===== config.mk =====
export PLATFORM = sky130hd
export DESIGN_NAME = wcsv_queue
export DESIGN_NICKNAME = d
export VERILOG_FILES = /design/src/design/wcsv_pkg.sv /design/src/design/wcsv_queue.sv
export SDC_FILE = /design/constraint.sdc
export NUM_CORES = 1
export LEC_CHECK = 0
export BUFFER_PORTS_ARGS = -buffer_cell sky130_fd_sc_hd__buf_2
export CAP_MARGIN = 20
export CORE_MARGIN = 8
export CORE_UTILIZATION = 45
export DETAILED_ROUTE_END_ITERATION = 12
export GPL_ROUTABILITY_DRIVEN = 0
export GPL_TIMING_DRIVEN = 0
export PLACE_DENSITY = 0.71
export SYNTH_ARGS = -nofsm -noshare
export SYNTH_HDL_FRONTEND = slang
export SYNTH_SLANG_ARGS = --single-unit

===== constraint.sdc =====
create_clock -name clock -period 6.85 [get_ports clock]
set_input_delay 0.685 -clock clock [delete_from_list [all_inputs] [get_ports clock]]
set_output_delay 0.685 -clock clock [all_outputs]
set_load 0.05 [all_outputs]

===== src/design/wcsv_pkg.sv =====
// wcsv_pkg: sizes, types, register codes and helper functions of the
// windowed class score vote block. No dependencies.
package wcsv_pkg;

   // Storage sizes.
   localparam int WINDOW_DEPTH = 64;
   localparam int MAX_CLASSES  = 16;
   localparam int SCORE_WIDTH  = 16;
   localparam int QUEUE_DEPTH  = 2;

   // Derived widths.
   localparam int SLOT_W = $clog2(WINDOW_DEPTH);
   localparam int CLS_W  = $clog2(MAX_CLASSES);
   localparam int FILL_W = $clog2(WINDOW_DEPTH + 1);
   localparam int POS_W  = $clog2(MAX_CLASSES + 1);
   localparam int SUM_W  = SCORE_WIDTH + SLOT_W;
   localparam int ADDR_W = SLOT_W + CLS_W;

   // Configuration registers.
   localparam int WLEN_W     = 7;
   localparam int CCNT_W     = 5;
   localparam int CSR_IDX_W  = 1;
   localparam int CSR_DATA_W = 7;
   localparam logic [CSR_IDX_W-1:0] CSR_WINDOW_LENGTH = 1'd0;
   localparam logic [CSR_IDX_W-1:0] CSR_CLASS_COUNT   = 1'd1;
   localparam logic [WLEN_W-1:0]    WLEN_RESET        = 7'd50;
   localparam logic [CCNT_W-1:0]    CCNT_RESET        = 5'd16;

   typedef logic signed [SCORE_WIDTH-1:0] score_type;
   typedef logic signed [SUM_W-1:0] sum_type;
   typedef logic [MAX_CLASSES-1:0][SCORE_WIDTH-1:0] frame_type;

   typedef enum logic [0:0] {
      TOKEN_FRAME = 1'b0,
      TOKEN_CLEAR = 1'b1
   } token_kind_type;

   // One entry of the queue between front and back.
   typedef struct packed {
      token_kind_type     kind;
      frame_type          scores;
      logic [CLS_W-1:0]   winner;
   } token_type;

   // Effective configuration seen by front and back.
   typedef struct packed {
      logic [FILL_W-1:0] length;
      logic [POS_W-1:0]  classes;
   } cfg_type;

   // Window length limited to 1 .. WINDOW_DEPTH.
   function automatic logic [FILL_W-1:0] eff_length(input logic [WLEN_W-1:0] wl);
      logic [FILL_W-1:0] len;
      if (wl == '0) begin
         len = FILL_W'(1);
      end else if (int'(wl) > WINDOW_DEPTH) begin
         len = FILL_W'(WINDOW_DEPTH);
      end else begin
         len = FILL_W'(wl);
      end
      return len;
   endfunction

   // Class count limited to 1 .. MAX_CLASSES.
   function automatic logic [POS_W-1:0] eff_classes(input logic [CCNT_W-1:0] cc);
      logic [POS_W-1:0] n;
      if (cc == '0) begin
         n = POS_W'(1);
      end else if (int'(cc) > MAX_CLASSES) begin
         n = POS_W'(MAX_CLASSES);
      end else begin
         n = POS_W'(cc);
      end
      return n;
   endfunction

endpackage


===== src/design/wcsv_queue.sv =====
// wcsv_queue: short FIFO of frame and clear tokens between front and back.
// Depends on wcsv_pkg.
module wcsv_queue import wcsv_pkg::*; (
   input  logic      clock,
   input  logic      reset,
   input  logic      push,
   input  token_type push_token,
   output logic      full,
   input  logic      pop,
   output token_type head,
   output logic      empty
);

   localparam int PTR_W = (QUEUE_DEPTH > 1) ? $clog2(QUEUE_DEPTH) : 1;
   localparam int CNT_W = $clog2(QUEUE_DEPTH + 1);

   token_type         entry_ff [QUEUE_DEPTH];
   logic [PTR_W-1:0]  wr_ptr_ff, wr_ptr_in;
   logic [PTR_W-1:0]  rd_ptr_ff, rd_ptr_in;
   logic [CNT_W-1:0]  count_ff, count_in;
   logic              do_push;
   logic              do_pop;

   assign full    = count_ff == CNT_W'(QUEUE_DEPTH);
   assign empty   = count_ff == '0;
   assign do_push = push && !full;
   assign do_pop  = pop && !empty;
   assign head    = entry_ff[rd_ptr_ff];

   // Pointer and occupancy update.
   always_comb begin
      wr_ptr_in = wr_ptr_ff;
      rd_ptr_in = rd_ptr_ff;
      count_in  = count_ff;
      if (do_push) begin
         wr_ptr_in = (wr_ptr_ff == PTR_W'(QUEUE_DEPTH - 1)) ? '0 : wr_ptr_ff + PTR_W'(1);
      end
      if (do_pop) begin
         rd_ptr_in = (rd_ptr_ff == PTR_W'(QUEUE_DEPTH - 1)) ? '0 : rd_ptr_ff + PTR_W'(1);
      end
      if (do_push && !do_pop) begin
         count_in = count_ff + CNT_W'(1);
      end else if (do_pop && !do_push) begin
         count_in = count_ff - CNT_W'(1);
      end
   end

   always_ff @(posedge clock) begin
      if (reset) begin
         wr_ptr_ff <= '0;
         rd_ptr_ff <= '0;
         count_ff  <= '0;
      end else begin
         wr_ptr_ff <= wr_ptr_in;
         rd_ptr_ff <= rd_ptr_in;
         count_ff  <= count_in;
      end
   end

   // Token storage.
   always_ff @(posedge clock) begin
      if (do_push) begin
         entry_ff[wr_ptr_ff] <= push_token;
      end
   end

endmodule


# Word level (Yosys, flattened, before mapping)
# Memories as Yosys holds them, arrays and structs flattened. A register that Yosys moved wholly into a read port is not among the register bits.
# Cells that the tools add are included.
[totals]
register_bits = 4
mem_bits_rw = 522
in_bits = 265
word_cells = 27
mem_count = 1
[mem_list]
columns = ["name", "words", "width", "rd", "rd_clocked_by_memory_dff", "wr", "line", "source"]
rows = [
  ["entry_ff", 2, 261, 1, 1, 1, "wcsv_queue.sv:17", "token_type entry_ff [QUEUE_DEPTH];"],
]
[op_classes]
add_sub_neg = 4
n_eq_ne = 1
muxes = 8
reduce_logical = 10
[op_table]
columns = ["cell", "n"]
rows = [
  ["$mux 1", 6],
  ["$logic_and 1x1->1", 4],
  ["$logic_not 1->1", 4],
  ["$mux 2", 2],
  ["$add 1x1->1 const B", 2],
  ["$add 2x1->2 const B", 1],
  ["$eq 2x2->1 const B", 1],
  ["$logic_not 2->1", 1],
  ["$reduce_bool 2->1", 1],
  ["$sub 2x1->2 const B", 1],
]

# Longest topological paths before layout
[depth]
ltp_word = 7
ltp_mapped = 6
depth_no_buf = 6

# Worst setup path after synthesis
# No wires, ideal clock.
[synth_path]
kind = "input-to-reg"
start = "input port push"
end = "memory entry_ff[1][0] in the netlist's numbering, enable pin"
setup_ps = 656
t_arrival_ps = 6824
required_ps = 6194
slack_ps = -630
cell_stages = 3
path_buffers = 0
path_cell_list = "inv_1 nor2_1 and2_1"
[synth_between]
elab_chain_cells = 3
[synth_rtl]
columns = ["element", "line", "source"]
rows = [
  ["start, declared", "wcsv_queue.sv:6", "input logic push,"],
  ["$logic_and 1x1->1", "wcsv_queue.sv:26", "assign do_push = push && !full;"],
  ["via do_push", "wcsv_queue.sv:21", "logic do_push;"],
  ["$mux 1", "wcsv_queue.sv:62", "if (do_push) begin"],
  ["$mux 1 (implied by the code)", "wcsv_queue.sv:63", "entry_ff[wr_ptr_ff] <= push_token;"],
  ["end, declared", "wcsv_queue.sv:17", ""],
]
# The timed path passes the listed nets, and every way through them passes these cells.

==> run metrics <==
run status=finished, final reports clean; Worst Slack Setup Final=about 4.1 ns; count of mapped cells out of synthesis=837; worst hold margin=around 0.28 ns; cell type with the highest aggregate area in the netlist=edfxtp_1; per-cell via count in the routed design=around 4.8; final count of hold timing violations=0; via count of the first global-routing pass=around 11,000; Post-synth top cells=522 x edfxtp_1, 190 x mux2_4, 71 x mux2_2; Synth async-reset ratio=0; WS Path Type=flop to primary output; number of buffers and inverters on the critical path=3; normalized max-slew margin=0.512; placed wire-length estimate=32,200 um; First-pass DRT Iterations=4; Tightest Pin Transition=about 0.73 ns; area grow syn2layout=26.1%; family of cells with the greatest summed delay on the critical path=buffers and inverters; clock tree from TritonCTS=yes; leading post-synthesis cells by cell area=edfxtp_1 79%, mux2_4 14%, mux2_2 4.0%, buf_6 1.2%, dfxtp_1 0.50%; instance count after placement with tap cells included=~2,000; number of H-tree levels=2; top routing layer used=met5; ANT nets after route=0; slowest cell on the critical path=mux2_2; sink count of the clock tree=between 500 and 600; CP endpoint kind=primary output; detailed-routing wirelength on met1=between 15,000 and 20,000 um; Max stage delay on crit path=0.44 ns; Place WS=4.06 ns; aggregate routed wire length=44,600 um; maximum count of clock buffers along a single path=3; share of post-route cells with drive strength above 1=0.608; Filler Cells Inserted=around 3,400; max cap viols=0; post-synth net total=~1,100; top_reg_cell synth=edfxtp_1; Hold/Removal Path Class=input pin to flop; count of pins on the block boundary=528; Seq cells post-synth=527; complex-gate fraction of the synthesized area=0.00126; met2 wire length=~24,000 um; Highest Clock Rate=around 370 MHz; RSZ-0062 raised after global routing=false; Final Util=0.570; source-to-sink clock delay at the later pin of the worst-skew pair=a little under 0.6 ns; dominant combinational cell family by area after synthesis=multiplexers; peak supply drop=around 440 uV; Warnings, synthesis=0; post_cts resized=0; final max-slew violation count=0; Synth Area per Inst=around 24 um^2; Via Count=about 9,900; post-synthesis share of cell area spent on xor and xnor gates=0.00133; post-CTS setup buffer count=0; first-pass GRT wire length=63,600 um; netlist area before placement=approximately 0.02 mm^2; adder and majority cell fraction of the synthesized area=0.000631; post-route clock period utilization=0.398; non-filler cells, final=2,065; fraction of the mapped netlist area in simple logic gates=0.00221; total design power=~11 mW; initial antenna violation count=13; share of cell area taken by muxes after synthesis=0.184; largest clock skew in the final design=roughly 0.008 ns; required time at the endpoint of the critical path=roughly 6.2 ns; port buffer count=between 500 and 600; kind of launch point of the worst setup path=flop; drt drc=0; number of violations reported at the end of detailed-routing iteration 0=between 500 and 600; die boundary height=between 200 and 250 um; GRT Overall Usage=0.166; share of synthesized area occupied by flip-flops and latches=0.796; Site Rows=77; cts hold-fix bufs=0; die width=between 200 and 250 um; data arrival time of the worst path=~2 ns; maximum number of pins on one net before global-route repair=~120; number of flops mapped to enable cells by yosys=between 500 and 600; Crit Path Max Fanout=10; clock transition at the registers of the reported paths=around 0.06 ns; CTS Root Cell=clkbuf_16; overflow left after global routing=0; final critical path time including I/O delays and setup=~2.7 ns; total length of routed met3 wires=around 3900 um; effective utilization at floorplan=0.452; most repeated cell in the gate-level netlist after synthesis=edfxtp_1; count of final setup violators=0; DR WL/cell=21.6 um; full die area=a little over 0.05 mm^2; Std-Cell Core Area=around 0.044 mm^2; Yosys top cell area share=0.791; Pwr Density=about 440 mW/mm^2; number of nets in the layout=roughly 1,700; TritonCTS Buffers=between 50 and 60; Top cell by count, worst path=buf_2; Cell Chain, Critical Path=buf_6 -> buf_2 -> mux2_2 -> buf_2; number of distinct library cell variants in the gate-level netlist after synthesis=15; Leakage=approximately 9.7 nW
-- state kept, by name, summed over array words and instances (netlist names), named ones only --
name       cells
rd_ptr_ff      1
count_ff       2
wr_ptr_ff      1
entry_ff     522
-- through the flow --
step / setup TNS [ns] / instance area [um^2]
6_report: 0 / 25000
5_1_grt: 0 / 25000
4_1_cts: 0 / 25000
3_5_place_dp: 0 / 23400
3_3_place_gp: -761.17 / 23200
2_1_floorplan: 0 / 19800
-- area by class of cell --
class,instances,area [um^2],area share
inverter,2,15.0,0.000601
sequential,527,15800,0.631
antenna,8,20.0,0.000801
buffer,29,283,0.0113
clock buffer,73,1490,0.0595
tap,592,741,0.0296
multi-input combinational,279,3760,0.151
clock inverter,22,110,0.00441
timing repair buffer,533,2800,0.112
-- kinds of logic after synthesis --
kind of cell / after synthesis
mux: 261
fa+ha+maj: 1
xor+xnor: 3
flops: 527
simple gates: 9
compound gates: 5
buf+inv: 31
-- power breakdown --
group          internal (mW)  total [mW]  switching (mW)
clock                   1.51        2.66            1.15
sequential              4.05        4.15          0.0948
combinational           1.27        4.14            2.87
total                   6.83        10.9            4.11
-- final timing paths --
path | end | from | cells past startpoint | slack (ns)
setup / recovery | head[2] | flop | 4 | 4.12
hold / removal | entry_ff[1][140] | push_token[140] | 1 | 0.28
setup reg to reg | entry_ff[1][226] | count_ff[0] | 5 | 4.43
hold reg to reg | wr_ptr_ff | wr_ptr_ff | 2 | 0.50
-- cells in the final DEF, fill, tap and decap left out, types with 6 or more instances in the layout --
master,instances
buf_2,534
edfxtp_1,522
mux2_4,190
mux2_2,71
clkbuf_16,57
buf_6,22
clkbuf_1,16
clkinv_1,14
diode_2,8
buf_16,6
-- metal layers --
| layer | up-vias | global-route usage |
|---|---|---|
| met5 | - | 0 |
| met3 | 79 | 0.0609 |
| met2 | 327 | 0.298 |
| met1 | 4913 | 0.178 |
| li1 | 4534 | - |
| met4 | 12 | 0.0572 |
(Power assumes the default switching activity.)
