**config.mk**
```make
export PLATFORM = sky130hd
export DESIGN_NAME = wcsv_front_flat
export DESIGN_NICKNAME = d
export VERILOG_FILES = /design/src/design/wcsv_pkg.sv /design/src/design/wcsv_req_if.sv /design/src/design/wcsv_front.sv /design/src/flat_wrapper.sv
export SDC_FILE = /design/constraint.sdc
export NUM_CORES = 1
export LEC_CHECK = 0
export BUFFER_PORTS_ARGS = -buffer_cell sky130_fd_sc_hd__buf_2
export CAP_MARGIN = 20
export CORE_ASPECT_RATIO = 0.6
export CORE_MARGIN = 2
export CORE_UTILIZATION = 54
export CTS_CLUSTER_DIAMETER = 30
export DETAILED_ROUTE_END_ITERATION = 12
export GPL_TIMING_DRIVEN = 0
export PLACE_DENSITY_LB_ADDON = 0.25
export RECOVER_POWER = 100
export SYNTH_ARGS = -nofsm -noshare
export SYNTH_HDL_FRONTEND = slang
export SYNTH_SLANG_ARGS = --single-unit
```
**constraint.sdc**
```tcl
create_clock -name clock -period 5.6 [get_ports clock]
set_clock_uncertainty 0.1 [all_clocks]
set_input_delay 0.56 -clock clock [delete_from_list [all_inputs] [get_ports clock]]
set_output_delay 0.56 -clock clock [all_outputs]
set_load 0.05 [all_outputs]
```
**src/design/wcsv_pkg.sv**
```systemverilog
// wcsv_pkg: sizes, types, register codes and helper functions of the
// windowed class score vote block. No dependencies.
package wcsv_pkg;

   // Storage sizes.
   localparam int WINDOW_DEPTH = 64;
   localparam int MAX_CLASSES  = 16;
   localparam int SCORE_WIDTH  = 16;
   localparam int QUEUE_DEPTH  = 2;

   // Derived widths.
   localparam int SLOT_W = $clog2(WINDOW_DEPTH);
   localparam int CLS_W  = $clog2(MAX_CLASSES);
   localparam int FILL_W = $clog2(WINDOW_DEPTH + 1);
   localparam int POS_W  = $clog2(MAX_CLASSES + 1);
   localparam int SUM_W  = SCORE_WIDTH + SLOT_W;
   localparam int ADDR_W = SLOT_W + CLS_W;

   // Configuration registers.
   localparam int WLEN_W     = 7;
   localparam int CCNT_W     = 5;
   localparam int CSR_IDX_W  = 1;
   localparam int CSR_DATA_W = 7;
   localparam logic [CSR_IDX_W-1:0] CSR_WINDOW_LENGTH = 1'd0;
   localparam logic [CSR_IDX_W-1:0] CSR_CLASS_COUNT   = 1'd1;
   localparam logic [WLEN_W-1:0]    WLEN_RESET        = 7'd50;
   localparam logic [CCNT_W-1:0]    CCNT_RESET        = 5'd16;

   typedef logic signed [SCORE_WIDTH-1:0] score_type;
   typedef logic signed [SUM_W-1:0] sum_type;
   typedef logic [MAX_CLASSES-1:0][SCORE_WIDTH-1:0] frame_type;

   typedef enum logic [0:0] {
      TOKEN_FRAME = 1'b0,
      TOKEN_CLEAR = 1'b1
   } token_kind_type;

   // One entry of the queue between front and back.
   typedef struct packed {
      token_kind_type     kind;
      frame_type          scores;
      logic [CLS_W-1:0]   winner;
   } token_type;

   // Effective configuration seen by front and back.
   typedef struct packed {
      logic [FILL_W-1:0] length;
      logic [POS_W-1:0]  classes;
   } cfg_type;

   // Window length limited to 1 .. WINDOW_DEPTH.
   function automatic logic [FILL_W-1:0] eff_length(input logic [WLEN_W-1:0] wl);
      logic [FILL_W-1:0] len;
      if (wl == '0) begin
         len = FILL_W'(1);
      end else if (int'(wl) > WINDOW_DEPTH) begin
         len = FILL_W'(WINDOW_DEPTH);
      end else begin
         len = FILL_W'(wl);
      end
      return len;
   endfunction

   // Class count limited to 1 .. MAX_CLASSES.
   function automatic logic [POS_W-1:0] eff_classes(input logic [CCNT_W-1:0] cc);
      logic [POS_W-1:0] n;
      if (cc == '0) begin
         n = POS_W'(1);
      end else if (int'(cc) > MAX_CLASSES) begin
         n = POS_W'(MAX_CLASSES);
      end else begin
         n = POS_W'(cc);
      end
      return n;
   endfunction

endpackage

```
**src/design/wcsv_req_if.sv**
```systemverilog
// wcsv_req_if: score input channel (valid, ready and one score element).
// Depends on wcsv_pkg.
interface wcsv_req_if import wcsv_pkg::*; ();
   logic      valid;
   logic      ready;
   logic      mode;
   score_type score;
   logic      frame_end;

   modport source(output valid, output mode, output score, output frame_end, input ready);
   modport sink(input valid, input mode, input score, input frame_end, output ready);
endinterface

```
**src/design/wcsv_front.sv**
```systemverilog
// wcsv_front: collects the scores of one frame, finds its argmax class and
// hands the frame, or a clear, to the queue. Depends on wcsv_pkg, wcsv_req_if.
module wcsv_front import wcsv_pkg::*; (
   input  logic       clock,
   input  logic       reset,
   input  cfg_type    cfg,
   wcsv_req_if.sink   req,
   output logic       push,
   output token_type  push_token,
   input  logic       queue_full
);

   typedef enum logic [2:0] {
      F_COLLECT = 3'b001,
      F_ARGMAX  = 3'b010,
      F_PUSH    = 3'b100
   } front_state_type;

   front_state_type   state_ff, state_in;
   frame_type         pend_ff, pend_in;
   logic [POS_W-1:0]  pos_ff, pos_in;
   logic [CLS_W-1:0]  cnt_ff, cnt_in;
   score_type         best_ff, best_in;
   logic [CLS_W-1:0]  best_cls_ff, best_cls_in;

   logic      accept;
   logic      is_clear;
   logic      is_elem;
   logic      last_step;
   score_type cur_score;

   // Input beats are taken only while collecting and with room in the queue.
   assign req.ready = (state_ff == F_COLLECT) && !queue_full;
   assign accept    = req.valid && req.ready;
   assign is_clear  = accept && req.mode;
   assign is_elem   = accept && !req.mode;

   // Argmax walk: one class per cycle.
   assign cur_score = pend_ff[cnt_ff];
   assign last_step = (POS_W'(cnt_ff) + POS_W'(1)) == cfg.classes;

   // A clear goes straight into the queue; a frame goes after its walk.
   assign push = is_clear || ((state_ff == F_PUSH) && !queue_full);
   always_comb begin
      push_token.kind   = is_clear ? TOKEN_CLEAR : TOKEN_FRAME;
      push_token.scores = pend_ff;
      push_token.winner = best_cls_ff;
   end

   // Next-state logic.
   always_comb begin
      state_in    = state_ff;
      pend_in     = pend_ff;
      pos_in      = pos_ff;
      cnt_in      = cnt_ff;
      best_in     = best_ff;
      best_cls_in = best_cls_ff;
      unique case (state_ff)
         F_COLLECT: begin
            if (is_clear) begin
               pend_in = '0;
               pos_in  = '0;
            end else if (is_elem) begin
               // Scores beyond the class count are dropped.
               if (pos_ff < cfg.classes) begin
                  pend_in[pos_ff[CLS_W-1:0]] = req.score;
               end
               if (pos_ff < POS_W'(MAX_CLASSES)) begin
                  pos_in = pos_ff + POS_W'(1);
               end
               if (req.frame_end) begin
                  state_in = F_ARGMAX;
                  cnt_in   = '0;
               end
            end
         end
         F_ARGMAX: begin
            // The first maximum wins.
            if (cnt_ff == '0 || cur_score > best_ff) begin
               best_in     = cur_score;
               best_cls_in = cnt_ff;
            end
            cnt_in = cnt_ff + CLS_W'(1);
            if (last_step) begin
               state_in = F_PUSH;
            end
         end
         F_PUSH: begin
            if (!queue_full) begin
               state_in = F_COLLECT;
               pend_in  = '0;
               pos_in   = '0;
            end
         end
         default: begin
            state_in = F_COLLECT;
         end
      endcase
   end

   // Control state and the pending frame.
   always_ff @(posedge clock) begin
      if (reset) begin
         state_ff <= F_COLLECT;
         pend_ff  <= '0;
         pos_ff   <= '0;
         cnt_ff   <= '0;
      end else begin
         state_ff <= state_in;
         pend_ff  <= pend_in;
         pos_ff   <= pos_in;
         cnt_ff   <= cnt_in;
      end
   end

   // Running argmax.
   always_ff @(posedge clock) begin
      best_ff     <= best_in;
      best_cls_ff <= best_cls_in;
   end

endmodule

```
**src/flat_wrapper.sv**
```systemverilog
// flat-port wrapper written by rule: the top's interface ports become plain ports
module wcsv_front_flat import wcsv_pkg::*;
  (clock, reset, cfg, push, push_token, queue_full, req_valid, req_mode, req_score, req_frame_end, req_ready);
  wcsv_req_if req_i ();
  input  logic clock;
  input  logic reset;
  input  cfg_type cfg;
  output logic push;
  output token_type push_token;
  input  logic queue_full;
  input wire logic [$bits(req_i.valid)-1:0] req_valid;
  input wire logic [$bits(req_i.mode)-1:0] req_mode;
  input wire logic [$bits(req_i.score)-1:0] req_score;
  input wire logic [$bits(req_i.frame_end)-1:0] req_frame_end;
  output wire logic [$bits(req_i.ready)-1:0] req_ready;
  assign req_i.valid = req_valid;
  assign req_i.mode = req_mode;
  assign req_i.score = req_score;
  assign req_i.frame_end = req_frame_end;
  assign req_ready = req_i.ready;
  wcsv_front u_core (.clock(clock), .reset(reset), .cfg(cfg), .req(req_i), .push(push), .push_token(push_token), .queue_full(queue_full));
endmodule
```
Word-level counts from Yosys, hierarchy flattened
Index checks and enable logic that the tools add are counted.
{ "word_totals": {"out_inout_bits": 263, "word_cells": 86, "regBits": 288} }
{ "op_classes": {"n_reduce_logical": 18, "n_mux": 26, "magnitude_cmp": 6, "eq_ne": 12, "addsub": 3} }
{ "ops": {"columns": ["operator", "count"], "rows": [
  ["two-way mux 256 bit", 4],
  ["case mux 256 bit (2 select lines)", 1],
  ["bitwise mux 256 bit", 1],
  ["binary-select mux 16 bit (select 4 bit)", 1],
  ["demux 16 bit (select 4 bit)", 1],
  ["two-way mux 16 bit", 2],
  ["two-way mux 5 bit", 4],
  ["> comparator 16 bit", 1],
  ["two-way mux 3 bit", 5],
  ["two-way mux 4 bit", 3],
  ["AND reduction 4 bit", 3],
  ["less-than comparator 4 x 5 -> 1 bit, second input constant", 2],
  ["case mux 5 bit (2 select lines)", 1],
  ["case mux 3 bit (3 select lines)", 1],
  ["case mux 4 bit (2 select lines)", 1],
  ["logical AND 1 bit", 6],
  ["!= test 2 bit, second input constant", 3],
  ["!= test 3 x 2 -> 1 bit, second input constant", 2],
  ["adder 4 x 1 -> 5 bit, second input constant", 1],
  ["adder 5 x 1 -> 5 bit, second input constant", 1],
  ["== test 5 bit", 1],
  ["less-than comparator 5 bit", 1],
  ["less-than comparator 5 bit, second input constant", 1],
  ["AND reduction 5 bit", 1],
  ["13 further kinds", 17]
]} }

Logic depth before layout (Yosys ltp)
{ "depth": {"word_depth": 9, "mapped_depth": 13, "ltp_nobuf": 10} }

Least setup slack after synthesis
No wires, ideal clock.
{ "synth_timing": {"path_kind": "reg2reg", "startpoint": "register u_core.cnt_ff[1]", "endpoint": "register u_core.best_cls_ff[0], enable pin", "synth_period_minus_slack_ps": 4925, "n_path_buf": 2, "stages_incl_launch_ff": 12, "setup_slack_ps": 675, "arrival_ps": 4400, "required_time_ps": 5075, "cell_sequence": "dfxtp_1 > buf_1 > clkbuf_1 > mux4_2 > mux4_2 > ha_1 > nor2b_1 > o211ai_1 > a21oi_1 > o22ai_1 > mux2i_1 > o21ai_0"} }
{ "synth_via": {"elab_chain_cells": 5} }
{ "synth_lines": {"columns": ["element", "line", "source"], "rows": [
  ["start, declared", "wcsv_front.sv:22", "logic [CLS_W-1:0] cnt_ff, cnt_in;"],
  ["start signal, assigned", "wcsv_front.sv:112", "cnt_ff <= cnt_in;"],
  ["binary-select mux 16 bit (select 4 bit)", "wcsv_front.sv:39", "assign cur_score = pend_ff[cnt_ff];"],
  ["two-way mux 16 bit (not written as such)", "wcsv_front.sv:39", null],
  ["net u_core.cur_score[1]", "wcsv_front.sv:30", "score_type cur_score;"],
  ["> comparator 16 bit", "wcsv_front.sv:79", "if (cnt_ff == '0 || cur_score > best_ff) begin"],
  ["logical OR 1 bit", "wcsv_front.sv:79", null],
  ["AND reduction 2 bit (no line)", null, null],
  ["end signal, assigned", "wcsv_front.sv:119", "best_cls_ff <= best_cls_in;"],
  ["end, declared", "wcsv_front.sv:24", "logic [CLS_W-1:0] best_cls_ff, best_cls_in;"]
]} }
The timed path passes the listed nets, and every way through them passes these cells. The select of a mux whose other input is x is not followed.
A chain may end at the register's enable or synchronous reset.

Worst setup path in the final report
{ "layout_timing": {"startpoint": "register u_core.cnt_ff[1]", "endpoint": "register u_core.best_ff[12], enable pin"} }
{ "layout_via": {"elab_chain_cells": 5} }
{ "layout_lines": {"columns": ["element", "line", "source"], "rows": [
  ["binary-select mux 16 bit (select 4 bit)", "wcsv_front.sv:39", null],
  ["two-way mux 16 bit (not written as such)", "wcsv_front.sv:39", null],
  ["net u_core.cur_score[3]", "wcsv_front.sv:30", null],
  ["> comparator 16 bit", "wcsv_front.sv:79", null],
  ["logical OR 1 bit", "wcsv_front.sv:79", null],
  ["AND reduction 2 bit (no line)", null, null],
  ["end signal, assigned", "wcsv_front.sv:118", "best_ff <= best_in;"],
  ["end, declared", "wcsv_front.sv:23", "score_type best_ff, best_in;"]
]} }
The timed path passes the listed nets, and every way through them passes these cells. The select of a mux whose other input is x is not followed.

==> results_tabular.tex <==
\begin{tabular}{lr}
\hline
Metric & Value \\
\hline
\multicolumn{2}{l}{\textbf{Run status}} \\
\quad Status & complete, but fails checks \\
\quad Violated checks & capacitance limit, slew limit \\
\multicolumn{2}{l}{\textbf{Drt}} \\
\quad Drt pass-1 iters & 5 \\
\quad Met3 wire length & 5.82 mm \\
\quad Via density & 6.46 \\
\quad Remaining number of nets flagged by the antenna check after routing & 0 \\
\quad Number of vias in the routed layout & 10,200 \\
\quad Routed len/inst & 26.0 um \\
\quad Highest metal layer with signal wires & met4 \\
\quad DRT met1 WL & 18.0 mm \\
\quad DRC marker count from the first detailed-route iteration & 1,064 \\
\quad Number of remaining DRC errors & 0 \\
\quad Routed length on met2 & 16.1 mm \\
\quad Total detailed-routing wirelength & 40.8 mm \\
\multicolumn{2}{l}{\textbf{Power and ir drop}} \\
\quad Share of power burned in registers & 41.1\% \\
\quad Fraction of power spent switching nets & 27.8\% \\
\quad Power per standard cell area & 360 nW/um2 \\
\quad Switching power summed over all nets & 0.00146 W \\
\quad Final Total Pwr & 0.00525 W \\
\quad Largest vdd supply drop & 228 uV \\
\quad Int Pwr & 0.00379 W \\
\quad Relative contribution of combinational cells to total power & 11.4\% \\
\quad Power share of the clock group & 47.5\% \\
\quad Cell leakage power & 5.51 nW \\
\multicolumn{2}{l}{\textbf{Die}} \\
\quad Starting density of the core & 55.1\% \\
\quad Placeable core area & 22,000 um2 \\
\quad Chip height & 120 um \\
\quad Total I/O pin count & 297 \\
\quad Floorplan die area & 23,700 um2 \\
\quad Die extent in x & 197 um \\
\quad Number of placement rows & 42 \\
\multicolumn{2}{l}{\textbf{Placement}} \\
\quad RD Place Congestion & 0.948 \\
\quad IO buf count & 272 \\
\quad Total placed cells including tap cells & 1,504 \\
\quad Detailed placer's ending HPWL & 31.0 mm \\
\multicolumn{2}{l}{\textbf{Worst setup path}} \\
\quad Ordered cell list for the critical path & clkbuf\_1, clkbuf\_1, mux4\_2, mux4\_2, ha\_1, a21oi\_1, a21oi\_1, o22ai\_1, mux2i\_1, o21ai\_2, buf\_8 \\
\quad Worst-case register-to-register setup slack & 0.50 ns \\
\quad Cell with the largest stage delay on the worst path & sky130\_fd\_sc\_hd\_\_clkbuf\_1 \\
\quad Element type at the critical path start & flip-flop \\
\quad Critical path type & flip-flop to flip-flop \\
\quad Highest cell delay on the worst timing path & 0.81 ns \\
\quad Sum of buffers and inverters on the critical path & 3 \\
\quad Setup crit end kind & flip-flop \\
\quad Category of cells accounting for the largest share of critical-path delay & buffers and inverters \\
\quad Crit path required time & 5.73 ns \\
\quad Data arrival time at the worst-slack endpoint & 5.23 ns \\
\quad Critical-path maximum fanout & 13 \\
\multicolumn{2}{l}{\textbf{Flow run}} \\
\quad \# Max-Cap Violations & 2 \\
\multicolumn{2}{l}{\textbf{STA}} \\
\quad Setup repair after global routing missed its margin & no \\
\quad Final count of negative-setup-slack endpoints & 0 \\
\quad Worst hold slack & 0.379 ns \\
\quad Final max-slew violation count & 16 \\
\quad Relative max-transition margin & -39.2\% \\
\quad Ratio of final minimum period to clock period & 91.1\% \\
\quad Max Clk Rate & 196 MHz \\
\quad Measured slew at the worst slew-check pin & 2.06 ns \\
\quad Final Critical Period & 5.10 ns \\
\quad Final-report hold violation count & 0 \\
\multicolumn{2}{l}{\textbf{Synthesis}} \\
\quad Post-synthesis async set-or-reset flop share & 0\% \\
\quad Area fraction in compound gates after synthesis & 22.5\% \\
\quad Synthesized-area fraction occupied by adder cells & 2.76\% \\
\quad Most common library cells after synthesis & 268 x sky130\_fd\_sc\_hd\_\_dfxtp\_1, 256 x sky130\_fd\_sc\_hd\_\_a22o\_1, 80 x sky130\_fd\_sc\_hd\_\_mux4\_2 \\
\quad Most frequently used flop master after synthesis & sky130\_fd\_sc\_hd\_\_dfxtp\_1 \\
\quad Most frequent cell after synthesis & sky130\_fd\_sc\_hd\_\_dfxtp\_1 \\
\quad Synth Instances & 944 \\
\quad Synthesized area per cell & 12.8 um2 \\
\quad Fraction of synthesized area in multiplexers & 15.0\% \\
\quad Total nets after synthesis & 1,004 \\
\quad Synth unique cells & 50 \\
\quad Area of the mapped netlist & 12,100 um2 \\
\quad Top cell type by total area after synthesis & sky130\_fd\_sc\_hd\_\_dfxtp\_1 \\
\quad Number of enable-type register cells in the synthesized netlist & 20 \\
\quad Top-area cell type share of the netlist area & 44.2\% \\
\quad Number of synthesis warnings & 0 \\
\quad Number of synthesized register bits & 288 \\
\quad Top post-synthesis cells by area & sky130\_fd\_sc\_hd\_\_dfxtp\_1 44\%, sky130\_fd\_sc\_hd\_\_a22o\_1 18\%, sky130\_fd\_sc\_hd\_\_mux4\_2 15\% \\
\quad Xor/xnor share of the synthesized area & 0.578\% \\
\quad Dominant combinational cell family by area after synthesis & compound AO/OA/AOI/OAI gates \\
\quad Simple logic cell fraction of the synthesized area & 5.28\% \\
\quad Sequential share of the synthesized area & 49.2\% \\
\multicolumn{2}{l}{\textbf{Clock network}} \\
\quad Number of H-tree branching levels & 2 \\
\quad CTS sink count & 288 \\
\quad Clock latency at the later pin of the worst-skew pair & 0.53 ns \\
\quad Cell at the root of the clock tree & sky130\_fd\_sc\_hd\_\_clkbuf\_16 \\
\quad Hold buffer count at CTS & 0 \\
\quad Number of gates resized after cts & 0 \\
\quad Setup bufs post-CTS & 0 \\
\quad Max Buffers Root-to-Sink & 3 \\
\quad CTS tree & built \\
\quad Register clock-pin slew on the reported worst setup and hold paths & 0.06 ns \\
\quad Number of buffers created by CTS & 38 \\
\multicolumn{2}{l}{\textbf{Final layout}} \\
\quad Final cell count without fillers & 1,573 \\
\quad Diodes inserted & 0 \\
\quad Fraction of final layout cells with drive strength greater than 1 & 15.1\% \\
\quad Post-synthesis to final-layout area growth & 20.2\% \\
\quad Final layout net count & 1,318 \\
\quad Core Util, Final & 66.2\% \\
\multicolumn{2}{l}{\textbf{Global routing}} \\
\quad Largest net degree at the start of global routing & 16 \\
\quad Total routing resource utilization after global routing & 34.1\% \\
\quad Overflow left after global routing & 0 \\
\quad Antenna violations before repair & 0 \\
\quad First-pass GRT wire length & 59.7 mm \\
\quad Via count of the first global-routing pass & 9,237 \\
\multicolumn{2}{l}{\textbf{Worst hold path}} \\
\quad Worst hold-check path type & input pin to flip-flop \\
\hline
\end{tabular}
cells in the final DEF (no fill, tap or decap), drive strengths merged, types with 4 or more instances in the layout:
cell,count
nor4b,4
nand3,4
clkinv,9
xor2,4
nand2b,6
ha,26
o21ai,7
nor2,35
a22o,256
mux4,80
buf,54
dfxtp,268
a21oi,28
nand4,5
inv,34
nand3b,4
edfxtp,20
nor2b,7
xnor2,4
nand2,41
clkbuf,358
registers in the layout, indices dropped and copies added (netlist names):
signal,cells
u_core.push_token,256
u_core.best_cls_ff,4
u_core.cnt_ff,4
u_core.best_ff,16
u_core.state_ff,3
u_core.pos_ff,5
through the flow:
step	instance area (um2)	setup WS, ns	setup TNS (ns)
detailed placement	13900	0.593	0
finish	14600	0.500	0
CTS	15200	0.535	0
global route	14600	0.230	0
global placement	13800	-1.02	-20.44
floorplan	12100	0.675	0
cell type report:
| type | count | area [um2] |
|---|---|---|
| buffer | 91 | 378 |
| timing repair buffer | 274 | 1060 |
| inverter | 24 | 90.1 |
| clock buffer | 47 | 1050 |
| clock inverter | 22 | 260 |
| tap | 286 | 358 |
| multi-input combinational | 541 | 5420 |
| sequential | 288 | 5970 |
| fill | 1827 | 7440 |
worst reg2reg max path: cells and delay by family, from the launching register on:
| family | cells | cell delay, ns |
|---|---|---|
| adders and majority gates | 1 | 0.36 |
| muxes | 3 | 1.17 |
| buffers and inverters | 3 | 1.76 |
| DFF | 1 | 0.55 |
| AOI/OAI and AO/OA | 4 | 0.86 |
worst paths after layout:
| path | from | endpoint | cells past startpoint |
|---|---|---|---|
| worst min-delay path | req_score[0] | u_core.push_token[196]$_SDFFE_PP0P_ | 2 |
| worst min register to register | u_core.cnt_ff[0]$_SDFFE_PP0P_ | u_core.best_cls_ff[0]$_DFFE_PP_ | 0 |
| worst max register to register | u_core.cnt_ff[1]$_SDFFE_PP0P_ | u_core.best_ff[12]$_DFFE_PP_ | 11 |
| worst max-delay path | u_core.cnt_ff[1]$_SDFFE_PP0P_ | u_core.best_ff[12]$_DFFE_PP_ | 11 |
cell families after synthesis:
family	after synthesis
compound gates	309
flops	288
fa+ha+maj	27
xor+xnor	8
simple gates	115
buf+inv	115
mux	82
layer usage:
metal  track usage (%)  up-vias
li1                  -     4342
met1              52.0     5054
met2              45.5      695
met3              12.2       75
met4              8.27        0
met5                 0        -
power by group through the flow:
stage	Clock, W	Combinational (W)	Sequential [W]
finish	0.00249	0.000599	0.00216
global route	0.00260	0.000635	0.00216
CTS	0.00250	0.000650	0.00215
detailed placement	0	0.000645	0.00220
global placement	0	0.000629	0.00220
floorplan	0	0.000397	0.00227
Power figures use the tool's default switching activity.
